File: config.mk
export PLATFORM = sky130hd
export DESIGN_NAME = chebyshev_value_and_slope_top
export DESIGN_NICKNAME = d
export VERILOG_FILES = /design/src/rtl/cvs_pkg.sv /design/src/rtl/cvs_ctrl.sv /design/src/rtl/cvs_dp.sv /design/src/rtl/chebyshev_value_and_slope_top.sv
export SDC_FILE = /design/constraint.sdc
export NUM_CORES = 2
export LEC_CHECK = 0
export CAP_MARGIN = 0
export CORE_ASPECT_RATIO = 1.4
export CORE_UTILIZATION = 65
export CTS_CLUSTER_DIAMETER = 200
export CTS_CLUSTER_SIZE = 14
export DETAILED_ROUTE_END_ITERATION = 8
export DONT_BUFFER_PORTS = 1
export HOLD_SLACK_MARGIN = 0.1
export PLACE_DENSITY_LB_ADDON = 0.1
export SYNTH_ARGS = -nofsm -noshare
export SYNTH_HDL_FRONTEND = slang
export SYNTH_SLANG_ARGS = --single-unit
File: constraint.sdc
create_clock -name clk_i -period 15 [get_ports clk_i]
set_clock_uncertainty 0.2 [all_clocks]
set_input_delay 0.75 -clock clk_i [delete_from_list [all_inputs] [get_ports clk_i]]
set_output_delay 0.75 -clock clk_i [all_outputs]
set_load 0.1 [all_outputs]
File: src/rtl/cvs_pkg.sv
// Shared constants and controller/datapath interface types for the Chebyshev evaluator.
`default_nettype none

package cvs_pkg;

  localparam int unsigned FracBits   = 30;
  localparam int unsigned PointW     = 32;
  localparam int unsigned DegreeW    = 8;
  localparam int unsigned ValueW     = 32;
  localparam int unsigned SlopeW     = 47;
  localparam int unsigned InDataW    = 40;
  localparam int unsigned OutDataW   = 80;
  localparam int unsigned ChunkW     = 24;
  localparam int unsigned ProdW      = 56;
  localparam int unsigned AccW       = 79;

  localparam logic signed [PointW-1:0] OneFx = PointW'(64'd1 << FracBits);
  localparam logic signed [PointW-1:0] MinusOneFx = -OneFx;

  typedef struct packed {
    logic load;
    logic abs_en;
    logic mul_en;
    logic mul_sel_d;
    logic mul_hi;
    logic acc_load;
    logic acc_add;
    logic rnd_t;
    logic rnd_d;
    logic step;
    logic capture;
  } cmd_t;

  typedef struct packed {
    logic no_steps;
    logic last_step;
  } sts_t;

endpackage

`default_nettype wire

File: src/rtl/cvs_ctrl.sv
// Controller: request handshakes, step sequencing and the output valid flag.
`default_nettype none

module cvs_ctrl (
  input  wire logic         clk_i,
  input  wire logic         rst_ni,
  input  wire logic         s_valid_i,
  output logic              s_ready_o,
  output logic              m_valid_o,
  input  wire logic         m_ready_i,
  input  wire cvs_pkg::sts_t sts_i,
  output cvs_pkg::cmd_t     cmd_o
);

  typedef enum logic [1:0] {
    ST_IDLE,
    ST_EVAL,
    ST_RUN,
    ST_FINISH
  } state_e;

  typedef enum logic [2:0] {
    PH_ABS,
    PH_MUL_TLO,
    PH_MUL_THI,
    PH_MUL_DLO,
    PH_MUL_DHI,
    PH_ACC_D,
    PH_RND_D,
    PH_STEP
  } phase_e;

  state_e state_q, state_d;
  phase_e phase_q, phase_d;
  logic   out_valid_q, out_valid_d;

  always_comb begin
    cmd_o = '0;
    cmd_o.load    = (state_q == ST_IDLE) && s_valid_i;
    cmd_o.capture = (state_q == ST_FINISH) && (!out_valid_q || m_ready_i);
    if (state_q == ST_RUN) begin
      unique case (phase_q)
        PH_ABS: begin
          cmd_o.abs_en = 1'b1;
        end
        PH_MUL_TLO: begin
          cmd_o.mul_en = 1'b1;
        end
        PH_MUL_THI: begin
          cmd_o.mul_en   = 1'b1;
          cmd_o.mul_hi   = 1'b1;
          cmd_o.acc_load = 1'b1;
        end
        PH_MUL_DLO: begin
          cmd_o.mul_en    = 1'b1;
          cmd_o.mul_sel_d = 1'b1;
          cmd_o.acc_add   = 1'b1;
        end
        PH_MUL_DHI: begin
          cmd_o.mul_en    = 1'b1;
          cmd_o.mul_sel_d = 1'b1;
          cmd_o.mul_hi    = 1'b1;
          cmd_o.acc_load  = 1'b1;
          cmd_o.rnd_t     = 1'b1;
        end
        PH_ACC_D: begin
          cmd_o.acc_add = 1'b1;
        end
        PH_RND_D: begin
          cmd_o.rnd_d = 1'b1;
        end
        PH_STEP: begin
          cmd_o.step = 1'b1;
        end
        default: begin
          cmd_o.step = 1'b0;
        end
      endcase
    end
  end

  always_comb begin
    state_d     = state_q;
    phase_d     = phase_q;
    out_valid_d = out_valid_q;
    if (m_ready_i) begin
      out_valid_d = 1'b0;
    end
    unique case (state_q)
      ST_IDLE: begin
        if (s_valid_i) begin
          state_d = ST_EVAL;
        end
      end
      ST_EVAL: begin
        phase_d = PH_ABS;
        state_d = sts_i.no_steps ? ST_FINISH : ST_RUN;
      end
      ST_RUN: begin
        phase_d = phase_e'(phase_q + 3'd1);
        if (phase_q == PH_STEP && sts_i.last_step) begin
          state_d = ST_FINISH;
        end
      end
      ST_FINISH: begin
        if (cmd_o.capture) begin
          out_valid_d = 1'b1;
          state_d     = ST_IDLE;
        end
      end
      default: begin
        state_d = ST_IDLE;
      end
    endcase
  end

  always_ff @(posedge clk_i or negedge rst_ni) begin
    if (!rst_ni) begin
      state_q     <= ST_IDLE;
      phase_q     <= PH_ABS;
      out_valid_q <= 1'b0;
    end else begin
      state_q     <= state_d;
      phase_q     <= phase_d;
      out_valid_q <= out_valid_d;
    end
  end

  assign s_ready_o = (state_q == ST_IDLE);
  assign m_valid_o = out_valid_q;

endmodule

`default_nettype wire

File: src/rtl/cvs_dp.sv
// Datapath: recurrence registers, shared 32x24 multiplier, rounding and clamping.
`default_nettype none

module cvs_dp (
  input  wire logic                                clk_i,
  input  wire cvs_pkg::cmd_t                       cmd_i,
  output cvs_pkg::sts_t                            sts_o,
  input  wire logic signed [cvs_pkg::PointW-1:0]   point_i,
  input  wire logic        [cvs_pkg::DegreeW-1:0]  degree_i,
  output logic signed      [cvs_pkg::ValueW-1:0]   value_o,
  output logic signed      [cvs_pkg::SlopeW-1:0]   slope_o
);

  localparam logic [cvs_pkg::AccW:0] Half = (cvs_pkg::AccW+1)'(1) << (cvs_pkg::FracBits - 1);

  // Recurrence state.
  logic        [31:0] x2mag_q;
  logic               xneg_q;
  logic signed [31:0] t_prev_q, t_cur_q;
  logic signed [46:0] d_prev_q, d_cur_q;
  logic        [7:0]  rem_q;
  logic        [8:0]  m_q;
  logic        [16:0] sq_q;

  // Multiplier operands and products.
  logic        [30:0] bt_q;
  logic        [46:0] bd_q;
  logic               st_q, sd_q;
  logic        [cvs_pkg::ProdW-1:0] pp_q;
  logic        [cvs_pkg::AccW-1:0]  acc_q;
  logic        [31:0] rt_q;
  logic               rtn_q;
  logic        [47:0] rd_q;
  logic               rdn_q;

  logic signed [cvs_pkg::ValueW-1:0] value_q;
  logic signed [cvs_pkg::SlopeW-1:0] slope_q;

  logic signed [31:0] x_sat;
  logic        [31:0] x_mag;
  logic        [31:0] t_mag;
  logic        [46:0] d_mag;
  logic        [cvs_pkg::ChunkW-1:0] chunk;
  logic        [cvs_pkg::AccW:0] rnd_sum;
  logic signed [33:0] pt, t_next;
  logic signed [49:0] pd, d_next, d_lim;

  always_comb begin
    if (point_i > cvs_pkg::OneFx) begin
      x_sat = cvs_pkg::OneFx;
    end else if (point_i < cvs_pkg::MinusOneFx) begin
      x_sat = cvs_pkg::MinusOneFx;
    end else begin
      x_sat = point_i;
    end
    x_mag = x_sat[31] ? 32'(-x_sat) : x_sat;
    t_mag = t_cur_q[31] ? 32'(-t_cur_q) : t_cur_q;
    d_mag = d_cur_q[46] ? 47'(-d_cur_q) : d_cur_q;

    if (cmd_i.mul_sel_d) begin
      chunk = cmd_i.mul_hi ? {1'b0, bd_q[46:24]} : bd_q[23:0];
    end else begin
      chunk = cmd_i.mul_hi ? {17'd0, bt_q[30:24]} : bt_q[23:0];
    end

    // Round to nearest, ties away from zero, on the magnitude.
    rnd_sum = {1'b0, acc_q} + Half;

    pt     = rtn_q ? -34'(signed'({2'b00, rt_q})) : 34'(signed'({2'b00, rt_q}));
    t_next = pt - 34'(t_prev_q);
    pd     = rdn_q ? -50'(signed'({2'b00, rd_q})) : 50'(signed'({2'b00, rd_q}));
    d_next = pd + 50'(signed'({t_cur_q, 1'b0})) - 50'(d_prev_q);
    d_lim  = 50'(signed'({3'b000, sq_q, 30'd0}));
  end

  always_ff @(posedge clk_i) begin
    if (cmd_i.load) begin
      x2mag_q  <= {x_mag[30:0], 1'b0};
      xneg_q   <= x_sat[31];
      t_prev_q <= cvs_pkg::OneFx;
      d_prev_q <= '0;
      m_q      <= 9'd2;
      sq_q     <= 17'd4;
      if (degree_i == '0) begin
        t_cur_q <= cvs_pkg::OneFx;
        d_cur_q <= '0;
        rem_q   <= '0;
      end else begin
        t_cur_q <= x_sat;
        d_cur_q <= 47'(cvs_pkg::OneFx);
        rem_q   <= degree_i - 8'd1;
      end
    end

    if (cmd_i.abs_en) begin
      bt_q <= t_mag[30:0];
      bd_q <= d_mag;
      st_q <= xneg_q ^ t_cur_q[31];
      sd_q <= xneg_q ^ d_cur_q[46];
    end

    if (cmd_i.mul_en) begin
      pp_q <= x2mag_q * chunk;
    end

    if (cmd_i.acc_load) begin
      acc_q <= cvs_pkg::AccW'(pp_q);
    end else if (cmd_i.acc_add) begin
      acc_q <= acc_q + (cvs_pkg::AccW'(pp_q) << cvs_pkg::ChunkW);
    end

    if (cmd_i.rnd_t) begin
      rt_q  <= rnd_sum[61:30];
      rtn_q <= st_q;
    end
    if (cmd_i.rnd_d) begin
      rd_q  <= rnd_sum[77:30];
      rdn_q <= sd_q;
    end

    if (cmd_i.step) begin
      t_prev_q <= t_cur_q;
      d_prev_q <= d_cur_q;
      if (t_next > 34'(cvs_pkg::OneFx)) begin
        t_cur_q <= cvs_pkg::OneFx;
      end else if (t_next < 34'(cvs_pkg::MinusOneFx)) begin
        t_cur_q <= cvs_pkg::MinusOneFx;
      end else begin
        t_cur_q <= t_next[31:0];
      end
      if (d_next > d_lim) begin
        d_cur_q <= d_lim[46:0];
      end else if (d_next < -d_lim) begin
        d_cur_q <= 47'(-d_lim);
      end else begin
        d_cur_q <= d_next[46:0];
      end
      // (m+1)^2 = m^2 + 2m + 1 keeps the slope bound without a multiplier.
      sq_q  <= sq_q + 17'({m_q, 1'b0}) + 17'd1;
      m_q   <= m_q + 9'd1;
      rem_q <= rem_q - 8'd1;
    end

    if (cmd_i.capture) begin
      value_q <= t_cur_q;
      slope_q <= d_cur_q;
    end
  end

  assign sts_o.no_steps  = (rem_q == 8'd0);
  assign sts_o.last_step = (rem_q == 8'd1);
  assign value_o = value_q;
  assign slope_o = slope_q;

endmodule

`default_nettype wire

File: src/rtl/chebyshev_value_and_slope_top.sv
// Top level of the Chebyshev first-kind value and slope evaluator.
`default_nettype none

// Each request carries a point x (signed, 30 fraction bits, saturated to [-1,1]) and an
// order n; the result carries T_n(x) and its derivative, both with 30 fraction bits.
// One request is processed at a time. Orders 0 and 1 need no order step; order n >= 2
// takes n-1 order steps, and every order step runs two products through one shared
// 32x24 multiplier in two halves each, then rounds and updates the recurrence. A
// finished result waits in the output register, and the next request is accepted
// while it waits.
module chebyshev_value_and_slope_top (
  input  wire logic        clk_i,
  input  wire logic        rst_ni,
  input  wire logic        s_axis_tvalid_i,
  output logic             s_axis_tready_o,
  // [31:0] point, [39:32] degree
  input  wire logic [39:0] s_axis_tdata_i,
  output logic             m_axis_tvalid_o,
  input  wire logic        m_axis_tready_i,
  // [31:0] poly_value, [78:32] poly_slope, [79] zero
  output logic [79:0]      m_axis_tdata_o
);

  cvs_pkg::cmd_t cmd;
  cvs_pkg::sts_t sts;
  logic signed [cvs_pkg::ValueW-1:0] value;
  logic signed [cvs_pkg::SlopeW-1:0] slope;

  cvs_ctrl u_ctrl (
    .clk_i     (clk_i),
    .rst_ni    (rst_ni),
    .s_valid_i (s_axis_tvalid_i),
    .s_ready_o (s_axis_tready_o),
    .m_valid_o (m_axis_tvalid_o),
    .m_ready_i (m_axis_tready_i),
    .sts_i     (sts),
    .cmd_o     (cmd)
  );

  cvs_dp u_dp (
    .clk_i    (clk_i),
    .cmd_i    (cmd),
    .sts_o    (sts),
    .point_i  (s_axis_tdata_i[31:0]),
    .degree_i (s_axis_tdata_i[39:32]),
    .value_o  (value),
    .slope_o  (slope)
  );

  assign m_axis_tdata_o = {1'b0, slope, value};

endmodule

`default_nettype wire

* After elaboration in Yosys (flattened, before gate mapping)
Cells that the tools add are included.
Cells by class: $add $sub $neg 17, multiply operators 1, $lt $le $gt $ge 6, eq/ne operators 14, muxes and demuxes 51, bitwise logic cells 2, reductions and logical operators 17
Operator list (count):
- $mux 32 | 9
- $mux 47 | 6
- $mux 56 | 2
- $mux 31 | 3
- $add 79x79->79 | 1
- $add 78x30->78 const B | 1
- $mux 24 | 3
- $neg 31->31 | 2
- $mul 31x24->55 | 1
- $add 50x33->50 | 1
- $gt 50x48->1 | 1
- $lt 50x50->1 | 1
- $mux 50 | 1
- $neg 47->50 | 1
- $neg 48->50 | 1
- $sub 50x47->50 | 1
- $neg 47->47 | 1
- $mux 46 | 1
- $gt 34x32->1 const B | 1
- $lt 34x31->1 const B | 1
- $mux 17 | 2
- $mux 34 | 1
- $neg 32->34 | 1
- $sub 34x32->34 | 1
- other kinds (31) | 64
Storage, ports and cells: flip-flop bits (word level) 605, output and inout bits 82, logic and storage cells 135

* Logic depth before layout (Yosys ltp)
depth after elaboration 8, gate-level depth with buffers 37, depth with buffers taken out 35

* By module
A second synthesis with hierarchy kept.
Second synthesis, totals: cells, all modules 6261, area, all modules 60566.8 um^2
Modules (own cells, without submodules):
- cvs_dp | instances 1, cells each 6202, area each 60036.3 um^2, sequential area each 16986.3 um^2
- cvs_ctrl | instances 1, cells each 57, area each 519.2 um^2, sequential area each 150.1 um^2
- chebyshev_value_and_slope_top | instances 1, cells each 2, area each 11.3 um^2, sequential area each 0.0 um^2

* Worst setup path before layout
Ideal clock, no wire load.
path type flip-flop to flip-flop, from register u_ctrl.state_q[0], to register u_dp.pp_q[55] (netlist name), data pin, setup time 0.260 ns, arrival time 8.562 ns, slack 5.978 ns, stages on the path, launching flop included 34, buffers on the path 3, period minus slack after synthesis 9.022 ns, cells stage by stage dfrtp_1 inv_1 ha_1 clkbuf_1 o21ai_1 nor2_1 clkbuf_1 nand2_1 o21ai_0 clkbuf_1 nand2_1 fa_1 fa_1 inv_1 fa_1 fa_1 fa_1 fa_1 inv_1 fa_1 inv_1 ha_1 a21o_1 a21o_1 a211o_1 o211ai_1 a311oi_1 o21ai_0 a21oi_1 o31ai_1 o21ai_0 a41oi_1 o21ai_0 xnor2_1
Between the ends: cells in the longest elaborated chain, start to end 5, elaborated cells between the ends (all ways) 6
Ends and longest elaborated chain:
- start: declaration | RTL line cvs_ctrl.sv:33 | state_e state_q, state_d;
- start signal: assignment | RTL line cvs_ctrl.sv:123 | state_q <= state_d;
- $eq 2x2->1 (*) | RTL line cvs_ctrl.sv:41 | if (state_q == ST_RUN) begin
- $mux 9 (*) | RTL line cvs_ctrl.sv:41
- $mux 24 (on tied branches) | RTL line cvs_dp.sv:63, cvs_dp.sv:61
- $mux 24 (*) | RTL line cvs_dp.sv:60 | if (cmd_i.mul_sel_d) begin
- $mul 31x24->55 (*) | RTL line cvs_dp.sv:103 | pp_q <= x2mag_q * chunk;
- end signal: assignment | RTL line cvs_dp.sv:103
- end: declaration | RTL line cvs_dp.sv:29 | logic [cvs_pkg::ProdW-1:0] pp_q;
Every way passes the cells marked *; elsewhere a longest branch is shown, timed or not. A chain may end at the register's enable or synchronous reset.

* Final worst setup path
from register u_ctrl.phase_q[0], to register u_dp.pp_q[55] (netlist name), data pin
Between the ends: cells in the longest elaborated chain, start to end 7, elaborated cells between the ends (all ways) 12
Ends and longest elaborated chain:
- start: declaration | RTL line cvs_ctrl.sv:34 | phase_e phase_q, phase_d;
- start signal: assignment | RTL line cvs_ctrl.sv:124 | phase_q <= phase_d;
- $eq 3x2->1 or $eq 3x3->1 (tied branches) | RTL line cvs_ctrl.sv:42 | unique case (phase_q)
- $reduce_or 2->1 (no line)
- $mux 2 | RTL line cvs_ctrl.sv:42
- $mux 9 (*) | RTL line cvs_ctrl.sv:41
- $mux 24 (on tied branches) | RTL line cvs_dp.sv:63, cvs_dp.sv:61
- $mux 24 (*) | RTL line cvs_dp.sv:60
- $mul 31x24->55 (*) | RTL line cvs_dp.sv:103
Marked as above.

==> impl_metrics.yaml <==
finish:
  final_nets: 7066
  nFillCells: 7138
  drive_above_1_share_pct: 3.684
  regArea_um2: 17140
  area_growth_syn_to_layout_pct: 4.689
  multi_input_area_um2: 38260
worst_setup_path:
  endpoint_kind: "flip-flop"
  critPathMaxFanout: 46
  cp_common_cell: "inv_1"
  crit_slowest_cell: "nor2_1"
  cp-start-kind: "flip-flop"
  arrival_ns: 11.89
  cp.required_ns: 15.19
  max_stage_delay_ns: 1.05
  worstSetupPathType: "reg2reg"
placement:
  dpl.hpwl_mm: 138.9
  numPortBuffers: 0
  gp_congestion: 1.015
timing:
  tightest_slew_ns: 1.291
  fin_worst_hold_slack_ns: 0.1230
  setup_tns_ns: 0
  finalSetupViolations: 0
  drv_slew: 0
  fmax_mhz: 85.50
  finalHoldViolCount: 0
  rsz0062_at_grt: "no"
  finalWorstPathRequiredPeriod_ns: 11.70
  period_share_pct: 77.98
  max_slew_margin_pct: 13.90
min_path:
  hold_path_class: "in2reg"
cts:
  numCtsBuffers: 47
  htreeDepth: 2
  root_buffer: "clkbuf_16"
  ctsLongestPathBuffers: 3
  worstSkewPairLatency_ns: 0.64
  clock-sinks: 579
  cts_resized: 0
  clk_pin_slew_ns: 0.07
  cts_tree: "done"
synthesis:
  synth_seq_cells: 579
  synthCells: 6060
  synth_most_common_cell: "inv_1"
  ys_types: 82
  synth_top_cell_area_share_pct: 27.81
  netlist.top_cell.by_area: "edfxtp_1"
  synthTopCellsByArea: "edfxtp_1 (28%), fa_1 (23%), ha_1 (8.1%)"
  synth_edf_count: 551
  synth_ff_type: "edfxtp_1"
  syn-cell-area_um2: 59500
  synth-async-reset-ratio_pct: 1.036
  syn_area_per_cell_um2: 9.819
  synth-seq-area-share_pct: 28.80
  yosysWarnings: 0
  synthTopCellsByCount: "inv_1 (901), fa_1 (688), nand2_1 (682)"
  synth_nets: 7175
drt:
  drt_drc_violations_left: 0
  routed_wl_mm: 182.9
  drt-vias-per-instance: 6.375
  vias: 45710
  wire_per_inst_um: 25.51
  firstDrtPassIters: 6
  postRouteAntennaNets: 0
  drt_iter0_drc: 4393
grt:
  antenna_found_initial: 13
  grt_max_degree: 75
  grt_usage_pct: 40.23
  grt-ovfl-total: 0
  first_global_vias: 47170
  grt_pass1_wl_mm: 278.3
die:
  fp-row-count: 130
  start_util_pct: 65.91
  die-area_um2: 92770
  io_pins: 126
  die_y_um: 360.0
  die_w_um: 257.7
  core_um2: 90270
job:
  maxCapViolCount: 0
outcome:
  status: "finished clean"
per-layer routing:
layer  wire length (µm)  part of all wire [%]  track usage (%)
met1              60290                    33            44.24
met2              89110                    49            67.71
met3              15110                   8.3            7.245
met4              18310                    10            33.29
met5                 69                 0.038                0
worst max-delay path, delay by kind of cell (launching register included):
kind,cells,cell delay [ns]
xor gates and xnor gates,1,0.15
buffers and inverters,8,0.76
AOI/OAI and AO/OA,13,3.92
and+or+nand+nor,4,1.95
DFF,1,0.40
adders and majority gates,9,4.03
state kept, by name, summed over array words and instances, names as in the netlist, 32 cells and up:
register	count
u_dp.d_prev_q	47
u_dp.pp_q	55
u_dp.rt_q	32
u_dp.t_cur_q	32
u_dp.acc_q	53
u_dp.bd_q	47
u_dp.t_prev_q	32
u_dp.slope_o	47
u_dp.d_cur_q	47
u_dp.value_o	32
u_dp.rd_q	48
timing repair:
item                                   in CTS  in global routing
setup buffers                               0                  0
hold buffers                                2                  0
endpoints found under the hold margin       7                  0
placed cells by master, fill, tap and decap left out, types with 48 or more instances in the layout:
cell,count
inv_1,901
fa_1,688
nand2_1,681
edfxtp_1,551
and2_1,387
ha_1,381
xnor2_1,311
a21oi_1,234
nor2_1,226
o21ai_0,219
a21o_1,133
and3_1,111
xor2_1,104
buf_4,89
nand3_1,84
nor3_1,64
o31ai_1,63
clkbuf_16,48
final timing paths:
check / start / end / slack, ns / cells past startpoint
worst max-delay path: u_ctrl.phase_q[0] / u_dp.pp_q[55] / 3.30 / 35
worst min-delay path: s_axis_tdata_i[32] / u_dp.rem_q[0] / 0.12 / 1
worst max register to register: u_ctrl.phase_q[0] / u_dp.pp_q[55] / 3.30 / 35
worst min register to register: u_dp.sd_q / u_dp.rdn_q / 0.21 / 0
max in group asynchronous: rst_ni / u_ctrl.phase_q[1] / 14.12 / 1
min in group asynchronous: rst_ni / u_ctrl.m_valid_o / 0.24 / 1
through the flow:
step | util [%] | std cells | worst slack [ns] | instance area [µm²]
3_5_place_dp | 67.50 | 7087 | 3.458 | 60930
4_1_cts | 68.97 | 7158 | 3.438 | 62260
6_report | 69.00 | 7169 | 3.304 | 62290
5_1_grt | 68.98 | 7159 | 2.735 | 62270
2_1_floorplan | - | 6060 | 5.978 | 59500
3_3_place_gp | 67.50 | 7087 | 3.505 | 60930
kinds of logic after synthesis:
family	after synthesis	share of synthesized area (%)
AOI/OAI and AO/OA	996	10.88
xor gates and xnor gates	415	6.109
adders and majority gates	1071	31.20
buffers and inverters	1152	7.276
DFF	579	28.80
muxes	28	0.4773
other	1	0.006302
and+or+nand+nor	1818	15.25
final cells by class:
cell class,count,area share (%)
clock inverter,3,0.05825
multi-input combinational,4329,61.42
timing repair buffer,92,1.117
inverter,902,5.435
tap,1188,2.386
clock buffer,66,2.037
sequential,579,27.51
antenna,10,0.04017
Power is left out: the tool's default activity adds up to more than one toggle a clock period on the data nets, which glitch-free logic cannot reach.
